--- config.mk ---
export PLATFORM = sky130hd
export DESIGN_NAME = touch_soft_key_gesture_classifier_core
export DESIGN_NICKNAME = d
export VERILOG_FILES = /design/src/design/tskg_pkg.sv /design/src/design/tskg_cfg_regs.sv /design/src/design/tskg_engine.sv /design/src/design/touch_soft_key_gesture_classifier_core.sv
export SDC_FILE = /design/constraint.sdc
export NUM_CORES = 1
export LEC_CHECK = 0
export ABC_AREA = 0
export BUFFER_PORTS_ARGS = -buffer_cell sky130_fd_sc_hd__buf_2
export CAP_MARGIN = 40
export CELL_PAD_IN_SITES_DETAIL_PLACEMENT = 0
export CELL_PAD_IN_SITES_GLOBAL_PLACEMENT = 1
export CORE_AREA = 2 2 206 208
export DETAILED_ROUTE_END_ITERATION = 7
export DIE_AREA = 0 0 208 210
export PLACE_DENSITY_LB_ADDON = 0.1
export SETUP_SLACK_MARGIN = 0.15
export SYNTH_ARGS = -nofsm -noshare
export SYNTH_HDL_FRONTEND = slang
export SYNTH_SLANG_ARGS = --single-unit
--- constraint.sdc ---
create_clock -name clk_i -period 9.45 [get_ports clk_i]
set_input_delay 0.945 -clock clk_i [delete_from_list [all_inputs] [get_ports clk_i]]
set_output_delay 0.945 -clock clk_i [all_outputs]
set_load 0.01 [all_outputs]
--- src/design/tskg_pkg.sv ---
// Package for the touch soft-key gesture classifier: word types, config
// struct, register indexes and gesture codes. No dependencies.
`default_nettype none

package tskg_pkg;

  localparam int unsigned CoordW  = 12;
  localparam int unsigned CountW  = 4;
  localparam int unsigned TimeW   = 48;
  localparam int unsigned DurW    = 24;
  localparam int unsigned VolW    = 7;
  localparam int unsigned RepW    = 5;
  localparam int unsigned CfgIdxW = 3;
  localparam int unsigned CfgDatW = 24;

  localparam logic [VolW-1:0] VolMax = 7'd100;

  typedef enum logic [2:0] {
    GEST_NONE  = 3'd0,
    GEST_DOWN  = 3'd1,
    GEST_UP    = 3'd2,
    GEST_LONG  = 3'd3,
    GEST_CLICK = 3'd4
  } gesture_e;

  typedef enum logic [CfgIdxW-1:0] {
    CFG_DOWN_KEY_X   = 3'd0,
    CFG_UP_KEY_X     = 3'd1,
    CFG_ACTION_KEY_X = 3'd2,
    CFG_KEY_ROW_Y    = 3'd3,
    CFG_LONG_PRESS   = 3'd4,
    CFG_CLICK_MIN    = 3'd5,
    CFG_VOLUME_STEP  = 3'd6,
    CFG_REPEAT_LIMIT = 3'd7
  } cfg_idx_e;

  typedef struct packed {
    logic [CountW-1:0] first_count;
    logic [CoordW-1:0] first_x;
    logic [CountW-1:0] second_count;
    logic [CoordW-1:0] second_x;
    logic [CoordW-1:0] second_y;
    logic [TimeW-1:0]  time_us;
    logic [VolW-1:0]   current_volume;
  } in_word_t;

  typedef struct packed {
    logic [2:0]      gesture;
    logic [VolW-1:0] new_volume;
  } out_word_t;

  typedef struct packed {
    logic [CoordW-1:0] down_key_x;
    logic [CoordW-1:0] up_key_x;
    logic [CoordW-1:0] action_key_x;
    logic [CoordW-1:0] key_row_y;
    logic [DurW-1:0]   long_press_us;
    logic [DurW-1:0]   click_min_us;
    logic [VolW-1:0]   volume_step;
    logic [RepW-1:0]   repeat_limit;
  } cfg_t;

endpackage

`default_nettype wire

--- src/design/tskg_cfg_regs.sv ---
// Configuration register file of the gesture classifier.
// Depends on tskg_pkg.
`default_nettype none

module tskg_cfg_regs
  import tskg_pkg::*;
(
  input  wire logic               clk_i,
  input  wire logic               rst_ni,
  input  wire logic               wr_en_i,
  input  wire logic [CfgIdxW-1:0] wr_index_i,
  input  wire logic [CfgDatW-1:0] wr_data_i,
  output cfg_t                    cfg_o
);

  cfg_t cfg_q, cfg_d;

  always_comb begin
    cfg_d = cfg_q;
    if (wr_en_i) begin
      case (cfg_idx_e'(wr_index_i))
        CFG_DOWN_KEY_X:   cfg_d.down_key_x    = wr_data_i[CoordW-1:0];
        CFG_UP_KEY_X:     cfg_d.up_key_x      = wr_data_i[CoordW-1:0];
        CFG_ACTION_KEY_X: cfg_d.action_key_x  = wr_data_i[CoordW-1:0];
        CFG_KEY_ROW_Y:    cfg_d.key_row_y     = wr_data_i[CoordW-1:0];
        CFG_LONG_PRESS:   cfg_d.long_press_us = wr_data_i[DurW-1:0];
        CFG_CLICK_MIN:    cfg_d.click_min_us  = wr_data_i[DurW-1:0];
        CFG_VOLUME_STEP:  cfg_d.volume_step   = wr_data_i[VolW-1:0];
        CFG_REPEAT_LIMIT: cfg_d.repeat_limit  = wr_data_i[RepW-1:0];
        default:          cfg_d = cfg_q;
      endcase
    end
  end

  always_ff @(posedge clk_i or negedge rst_ni) begin
    if (!rst_ni) begin
      cfg_q.down_key_x    <= 12'd60;
      cfg_q.up_key_x      <= 12'd20;
      cfg_q.action_key_x  <= 12'd40;
      cfg_q.key_row_y     <= 12'd600;
      cfg_q.long_press_us <= 24'd4000000;
      cfg_q.click_min_us  <= 24'd300000;
      cfg_q.volume_step   <= 7'd10;
      cfg_q.repeat_limit  <= 5'd10;
    end else begin
      cfg_q <= cfg_d;
    end
  end

  assign cfg_o = cfg_q;

endmodule

`default_nettype wire

--- src/design/tskg_engine.sv ---
// Gesture decision logic and hold state of the classifier; state advances
// once per processed poll. Depends on tskg_pkg.
`default_nettype none

module tskg_engine
  import tskg_pkg::*;
(
  input  wire logic clk_i,
  input  wire logic rst_ni,
  input  wire logic step_i,   // poll in word_i is consumed this cycle
  input  cfg_t      cfg_i,
  input  in_word_t  word_i,
  output out_word_t result_o
);

  logic             latched_q, latched_d;
  logic [RepW-1:0]  rep_q, rep_d;
  logic             held_q, held_d;
  logic             long_q, long_d;
  logic [TimeW-1:0] start_q, start_d;

  logic [CoordW-1:0] pt_x, pt_y;
  logic              on_row, hit_down, hit_up, hit_act, hit_rel;
  logic [VolW-1:0]   cur;
  logic [VolW:0]     vol_sum;
  logic [VolW-1:0]   vol_dn, vol_up;
  logic [TimeW-1:0]  elapsed;
  logic              ge_long, gt_click;
  logic [RepW:0]     rep_next;
  logic              rep_wrap;
  gesture_e          gest;
  logic [VolW-1:0]   vol;

  // Readings that disagree count as a release at the origin.
  always_comb begin
    if (word_i.first_count == word_i.second_count && word_i.first_x == word_i.second_x) begin
      pt_x = word_i.second_x;
      pt_y = word_i.second_y;
    end else begin
      pt_x = '0;
      pt_y = '0;
    end
  end

  assign on_row   = (pt_y == cfg_i.key_row_y);
  assign hit_down = on_row && (pt_x == cfg_i.down_key_x);
  assign hit_up   = on_row && (pt_x == cfg_i.up_key_x);
  assign hit_act  = on_row && (pt_x == cfg_i.action_key_x);
  assign hit_rel  = (pt_x == '0) && (pt_y == '0);

  assign cur     = (word_i.current_volume > VolMax) ? VolMax : word_i.current_volume;
  assign vol_dn  = (cur > cfg_i.volume_step) ? cur - cfg_i.volume_step : '0;
  assign vol_sum = {1'b0, cur} + {1'b0, cfg_i.volume_step};
  assign vol_up  = (vol_sum > {1'b0, VolMax}) ? VolMax : vol_sum[VolW-1:0];

  // Wraps modulo 2^48, giving the forward distance.
  assign elapsed  = word_i.time_us - start_q;
  assign ge_long  = (|elapsed[TimeW-1:DurW]) || (elapsed[DurW-1:0] >= cfg_i.long_press_us);
  assign gt_click = (|elapsed[TimeW-1:DurW]) || (elapsed[DurW-1:0] > cfg_i.click_min_us);

  assign rep_next = {1'b0, rep_q} + 1'b1;
  assign rep_wrap = rep_next > {1'b0, cfg_i.repeat_limit};

  always_comb begin
    latched_d = latched_q;
    rep_d     = rep_q;
    held_d    = held_q;
    long_d    = long_q;
    start_d   = start_q;
    gest      = GEST_NONE;
    vol       = cur;
    if (hit_down || hit_up) begin
      if (!latched_q) begin
        latched_d = 1'b1;
        rep_d     = '0;
        gest      = hit_down ? GEST_DOWN : GEST_UP;
        vol       = hit_down ? vol_dn : vol_up;
      end else if (rep_wrap) begin
        latched_d = 1'b0;
        rep_d     = '0;
      end else begin
        rep_d = rep_next[RepW-1:0];
      end
    end else if (hit_act) begin
      if (!held_q) begin
        held_d  = 1'b1;
        start_d = word_i.time_us;
        long_d  = 1'b0;
      end else if (!long_q && ge_long) begin
        gest   = GEST_LONG;
        long_d = 1'b1;
      end
      latched_d = 1'b1;
      rep_d     = '0;
    end else if (hit_rel) begin
      if (held_q) begin
        if (!long_q && !ge_long && gt_click) begin
          gest = GEST_CLICK;
        end
        held_d = 1'b0;
        long_d = 1'b0;
      end
      latched_d = 1'b0;
      rep_d     = '0;
    end else begin
      held_d    = 1'b0;
      long_d    = 1'b0;
      latched_d = 1'b0;
      rep_d     = '0;
    end
  end

  always_ff @(posedge clk_i or negedge rst_ni) begin
    if (!rst_ni) begin
      latched_q <= 1'b0;
      rep_q     <= '0;
      held_q    <= 1'b0;
      long_q    <= 1'b0;
      start_q   <= '0;
    end else if (step_i) begin
      latched_q <= latched_d;
      rep_q     <= rep_d;
      held_q    <= held_d;
      long_q    <= long_d;
      start_q   <= start_d;
    end
  end

  assign result_o = {gest, vol};

endmodule

`default_nettype wire

--- src/design/touch_soft_key_gesture_classifier_core.sv ---
// Top level of the touch soft-key gesture classifier: input register,
// decision engine, result register. Depends on tskg_pkg, tskg_cfg_regs, tskg_engine.
//
// One word in per touch poll, one word out: a gesture code (none, volume
// down, volume up, long press, click) and the saturated volume after the
// poll. A poll is held in an input register, classified by the engine
// against the hold state, and the result lands in an output register while
// the state updates in the same cycle. Throughput is one poll per clock while
// the result side is not stalled; each poll is held in the input register
// and its result in the output register until it is taken. The input side
// stays ready while the output register can drain, so a stalled consumer
// backs up only after both registers fill. Config writes are taken in any
// cycle (cfg_ready_o is tied high) and must only happen while no poll is
// in flight; index i selects the i-th register (down_key_x, up_key_x,
// action_key_x, key_row_y, long_press_us, click_min_us, volume_step,
// repeat_limit), and the low bits of cfg_data_i are kept.
`default_nettype none

module touch_soft_key_gesture_classifier_core
  import tskg_pkg::*;
(
  input  wire logic               clk_i,
  input  wire logic               rst_ni,
  // poll channel
  input  wire logic               in_valid_i,
  output logic                    in_ready_o,
  input  in_word_t                in_word_i,
  // result channel
  output logic                    out_valid_o,
  input  wire logic               out_ready_i,
  output out_word_t               out_word_o,
  // config channel
  input  wire logic               cfg_valid_i,
  output logic                    cfg_ready_o,
  input  wire logic [CfgIdxW-1:0] cfg_index_i,
  input  wire logic [CfgDatW-1:0] cfg_data_i
);

  cfg_t      cfg;
  in_word_t  in_q;
  logic      in_valid_q;
  out_word_t out_q;
  logic      out_valid_q;
  out_word_t result;
  logic      step;

  assign cfg_ready_o = 1'b1;

  tskg_cfg_regs u_cfg (
    .clk_i,
    .rst_ni,
    .wr_en_i    (cfg_valid_i),
    .wr_index_i (cfg_index_i),
    .wr_data_i  (cfg_data_i),
    .cfg_o      (cfg)
  );

  // Consume the held poll whenever the result register is free or draining.
  assign step       = in_valid_q && (!out_valid_q || out_ready_i);
  assign in_ready_o = !in_valid_q || step;

  tskg_engine u_engine (
    .clk_i,
    .rst_ni,
    .step_i   (step),
    .cfg_i    (cfg),
    .word_i   (in_q),
    .result_o (result)
  );

  always_ff @(posedge clk_i or negedge rst_ni) begin
    if (!rst_ni) begin
      in_valid_q <= 1'b0;
    end else if (in_ready_o) begin
      in_valid_q <= in_valid_i;
    end
  end

  always_ff @(posedge clk_i) begin
    if (in_ready_o && in_valid_i) begin
      in_q <= in_word_i;
    end
  end

  always_ff @(posedge clk_i or negedge rst_ni) begin
    if (!rst_ni) begin
      out_valid_q <= 1'b0;
    end else if (step) begin
      out_valid_q <= 1'b1;
    end else if (out_ready_i) begin
      out_valid_q <= 1'b0;
    end
  end

  always_ff @(posedge clk_i) begin
    if (step) begin
      out_q <= result;
    end
  end

  assign out_valid_o = out_valid_q;
  assign out_word_o  = out_q;

endmodule

`default_nettype wire

Word level (Yosys, flattened, before mapping)
Cells that the tools add are included.

Register bits after elaboration: 275. Output and inout bits: 13. Logic and storage cells: 117.

Add/sub/neg operators: 4. Magnitude comparators: 6. Eq/ne operators: 15. Muxes and demuxes: 31. Bitwise logic cells: 2. Reductions and logical operators: 35.

Operators by type and width (number): $eq 12x12->1 (5); $sub 48x48->48 (1); $mux 7 (6); $ge 24x24->1 (1); $gt 24x24->1 (1); $logic_not 12->1 (2); $mux 12 (2); $reduce_or 24->1 (1); $mux 3 (7); $reduce_and 2->1 (9); $mux 5 (3); $eq 3x3->1 const B (4); $mux 1 (11); $logic_and 1x1->1 (10); $add 7x7->8 (1); $gt 8x7->1 const B (1); $reduce_and 4->1 (2); $gt 7x7->1 (1); $gt 7x7->1 const B (1); $sub 7x7->7 (1); $add 5x1->6 const B (1); $eq 3x2->1 const B (2); $gt 6x5->1 (1); $logic_or 1x1->1 (5); 9 further kinds (14).

Longest topological paths before layout
Depth after elaboration: 11. Gate-level depth with buffers: 20. Gate-level depth less buffers: 20.

Cells and area by module
Synthesis repeated with hierarchy kept, for this count alone.

Cell total of the unflattened synthesis: 1550. Area, all modules: 16751.1 um^2.

Modules (own cells, without submodules): tskg_engine (instances 1, cells each 1194, area an instance 9107.5 um^2, sequential area each 1401.3 um^2); tskg_cfg_regs (instances 1, cells each 237, area an instance 4255.3 um^2, sequential area each 2741.4 um^2); touch_soft_key_gesture_classifier_core (instances 1, cells each 119, area an instance 3388.2 um^2, sequential area each 3323.2 um^2).

Worst setup path after synthesis
Ideal clock, no wire load.

Path type: register to register. Start point: register in_q[7] (netlist bit). End point: register out_q, in the netlist out_word_o[7], data pin. Library setup time: 274 ps. Arrival: 3877 ps. Required time: 9176 ps. Setup slack: 5299 ps. Stages on the path, launching flop included: 19. Path buffers: 0. Period minus slack after synthesis: 4151 ps. Cell sequence: edfxtp_1 inv_1 ha_1 fa_1 nand2b_1 a21oi_1 o21ai_0 a21oi_1 nor2_1 o21bai_1 xor2_1 ha_1 a21o_1 a2111oi_0 nand4_1 a2111oi_0 nand4_1 nor4_1 o22ai_1.

RTL lines: start, declared (line touch_soft_key_gesture_classifier_core.sv:40) `in_word_t in_q;`; start signal, assigned (line touch_soft_key_gesture_classifier_core.sv:81) `in_q <= in_word_i;`; end signal, assigned (line touch_soft_key_gesture_classifier_core.sv:97) `out_q <= result;`; end, declared (line touch_soft_key_gesture_classifier_core.sv:42) `out_word_t out_q;`.

==> impl_metrics.tcl <==
set metrics [dict create \
    ir_drop_uv 153.3 \
    htree_num_levels 1 \
    synth_ff_type "dfrtp_1" \
    routedWlPerCell_um 18.77 \
    timing_max_transition_violations_final 0 \
    critical_path.top_delay_family "compound AO/OA/AOI/OAI gates" \
    gr-total-overflow 0 \
    syn_area_per_cell_um2 10.48 \
    synth_top_area_share_pct 20.52 \
    post-dp-hpwl_um 32090 \
    clk_pin_slew_ns 0.06 \
    gpl.final_weighted_congestion 0.8574 \
    netlist_top_cells_area "dfrtp_1 21%, edfxtp_1 20%, ha_1 8.7%" \
    grt_max_degree 53 \
    share_of_cells_above_drive_strength_1_pct 22.80 \
    ctsHoldBuffers 0 \
    ys_warns 0 \
    fin_crit_sh_pct 55.51 \
    core_area_um2 41480 \
    fill_cells 3978 \
    grt_antenna_before_repair 6 \
    synth.cells.most_frequent "135 x dfrtp_1, 130 x inv_1, 116 x mux2_2, 115 x ha_1, 115 x nor2_1" \
    ports 144 \
    max_freq_ghz 0.1906 \
    critPathSlowestCell "nor4_1" \
    crit_path_cells "inv_1 -> ha_1 -> fa_1 -> nand2b_1 -> a21oi_1 -> o21ai_0 -> a21oi_1 -> nor2_1 -> o21bai_1 -> xor2_1 -> ha_1 -> a21o_1 -> a2111oi_0 -> nand4_1 -> a2111oi_0 -> nand4_1 -> nor4_1 -> o21ai_0" \
    setup_ws_ns 4.204 \
    tns_ns 0 \
    synth.ff_latch_count 275 \
    first_global_vias 12231 \
    timing.final.crit_period_ns 5.246 \
    critPathKind "reg2reg" \
    vias 12116 \
    path_max_fanout 4 \
    start_util_pct 39.70 \
    power_per_cell_area_nw_per_um2 202.9 \
    area_growth_pct 13.99 \
    horizontal_die_dimension_um 208 \
    drt_iter0_markers 543 \
    timing.critical_path.slowest_cell_delay_ns 0.67 \
    post_drt_via_cell_ratio 5.345 \
    cts-buffers-inserted 31 \
    port-buffer-count 142 \
    final_cell_area_um2 18770 \
    worst-path-buf-inv 1 \
    wirelength_um 42550 \
    drv_cap 0 \
    synth.yosys.seq_area_share_pct 45.34 \
    fp.dieArea_um2 43680 \
    yosys.cell_count.top_type "dfrtp_1" \
    largest_buffer_count_on_any_clock_path 3 \
    grt.total_usage_pct 19.54 \
    grt_pass1_wl_um 68090 \
    synth.distinct_cells 70 \
    worst_pin_slew_ns 0.8025 \
    outcome "finished clean" \
    leakage_nw 7.969 \
    post-cts-setup-buffer-count 0 \
    synth_largest_area_cell "dfrtp_1" \
    die_y_um 210 \
    synthCells 1571 \
    crit_required_ns 9.75 \
    synth_nets 1820 \
    worst_setup_path_end_kind "flip-flop" \
    regToRegStartpoint "in_q[7]" \
    final_net_count 1948 \
    remaining_drc_errors 0 \
    start_kind "flip-flop" \
    syn_area_um2 16470 \
    postSynth.asyncResetShare_pct 60.36 \
    cp-startpoint "in_q[7]" \
    clk_latency_ns 0.60 \
    report.final.hold_viol_count 0 \
    drt.antenna.violating_nets 0 \
    hp-class "in2async" \
    hold_ws_ns 0.2579 \
    clockRootBuffer "clkbuf_16" \
    cts_num_sinks 275 \
    post_synth_edffs 109 \
    worst_slew_margin_rel_pct 46.50 \
    arrival_worst_endpoint_ns 5.55 \
    dp_slack_ns 4.250 \
    rsz_0062_raised_after_global_routing "no" \
    cts_tree "done" \
    final.setup_skew_ns 0.01505 \
    fp-row-count 75 \
    initial_drt_pass_iterations 5 \
    setup_viol 0 \
    cts.repair.resized 0 \
    postPlaceCellArea_um2 17720 \
]
==> worst register-to-register path, cell delays in order, from the launching register on <==
cell and delay (ns):
edfxtp_1 0.35, inv_1 0.05, ha_1 0.21, fa_1 0.40
nand2b_1 0.19, a21oi_1 0.21, o21ai_0 0.22, a21oi_1 0.36
nor2_1 0.12, o21bai_1 0.19, xor2_1 0.23, ha_1 0.28
a21o_1 0.16, a2111oi_0 0.45, nand4_1 0.14, a2111oi_0 0.35
nand4_1 0.14, nor4_1 0.67, o21ai_0 0.21
==> where the power goes <==
part	switching (mW)	internal, mW	total, mW
logic	0.585	0.465	1.05
registers	0.110	1.43	1.54
clock network	0.501	0.720	1.22
==> logic make-up after synthesis <==
family | after synthesis | synth area share, %
xor gates and xnor gates | 83 | 4.415
adders and majority gates | 118 | 9.103
and+or+nand+nor | 391 | 12.11
DFF | 275 | 45.34
AOI/OAI and AO/OA | 371 | 14.20
buffers and inverters | 189 | 4.658
muxes | 143 | 10.15
other | 1 | 0.02277
==> layout by cell type (no fill, tap or decap), types with 7 or more instances in the layout <==
cell type    n
nand2_1     99
edfxtp_1   109
o21bai_1    15
nor4bb_1    18
mux2_4      19
xor2_1      35
a211oi_1    11
clkbuf_8     8
a21oi_1     91
o21a_1      15
a31oi_1     36
nor2_1     115
o32ai_1     12
inv_1      130
dfrtp_1    135
o21ai_0     94
mux2i_1      8
buf_4       10
xnor2_1     48
nor3_1      17
nor2b_1      9
clkbuf_16   31
nor4_1      13
or2_2       10
nand2b_1    17
ha_1       115
dfstp_2     31
mux2_2     116
a21o_1      34
nand4_1     32
nand3_1     21
a22oi_1      7
buf_2      141
o211ai_1    11
==> final timing paths <==
path	end	slack [ns]	cells past startpoint
max in group asynchronous	u_cfg.cfg_o[57]	7.73	4
min in group clk_i	out_valid_o	0.49	1
hold / removal	out_valid_o	0.26	1
setup / recovery	out_word_o[8]	4.20	18
setup reg to reg	out_word_o[8]	4.20	18
hold reg to reg	out_valid_o	0.49	1
==> per-layer routing <==
layer | vias up | track usage (%) | routed length, um
li1 | 5977 | - | -
met1 | 5902 | 27.77 | 20670
met2 | 189 | 31.47 | 19340
met3 | 48 | 3.263 | 1675
met4 | 0 | 4.182 | 863
met5 | - | 0 | 0
==> layout make-up <==
cell class                      instances  area, um2  share of cell area [%]
Multi-Input combinational cell       1107       8243                   43.91
Sequential cell                       275       7466                   39.77
Clock buffer                           45      908.4                   4.839
Timing Repair Buffer                  154      847.1                   4.513
Tap cell                              539      674.4                   3.593
Inverter                              130      488.0                   2.600
Clock inverter                         13      133.9                  0.7132
Antenna cell                            4      10.01                 0.05333
==> sequential cells by signal, indices dropped and copies added, names as in the netlist, 5 cells and up <==
name,count
out_word_o,10
u_engine.start_q,48
u_cfg.cfg_o,108
u_engine.rep_q,5
in_q,99
==> stage by stage <==
step	util (%)	std cells	power (mW)
after detailed placement	42.72	2205	2.607
final	45.25	2267	3.808
after CTS	45.23	2263	3.858
after global routing	45.24	2265	4.060
after floorplan	-	1571	2.296
after global placement	42.57	2202	2.588
(Power assumes the default switching activity.)
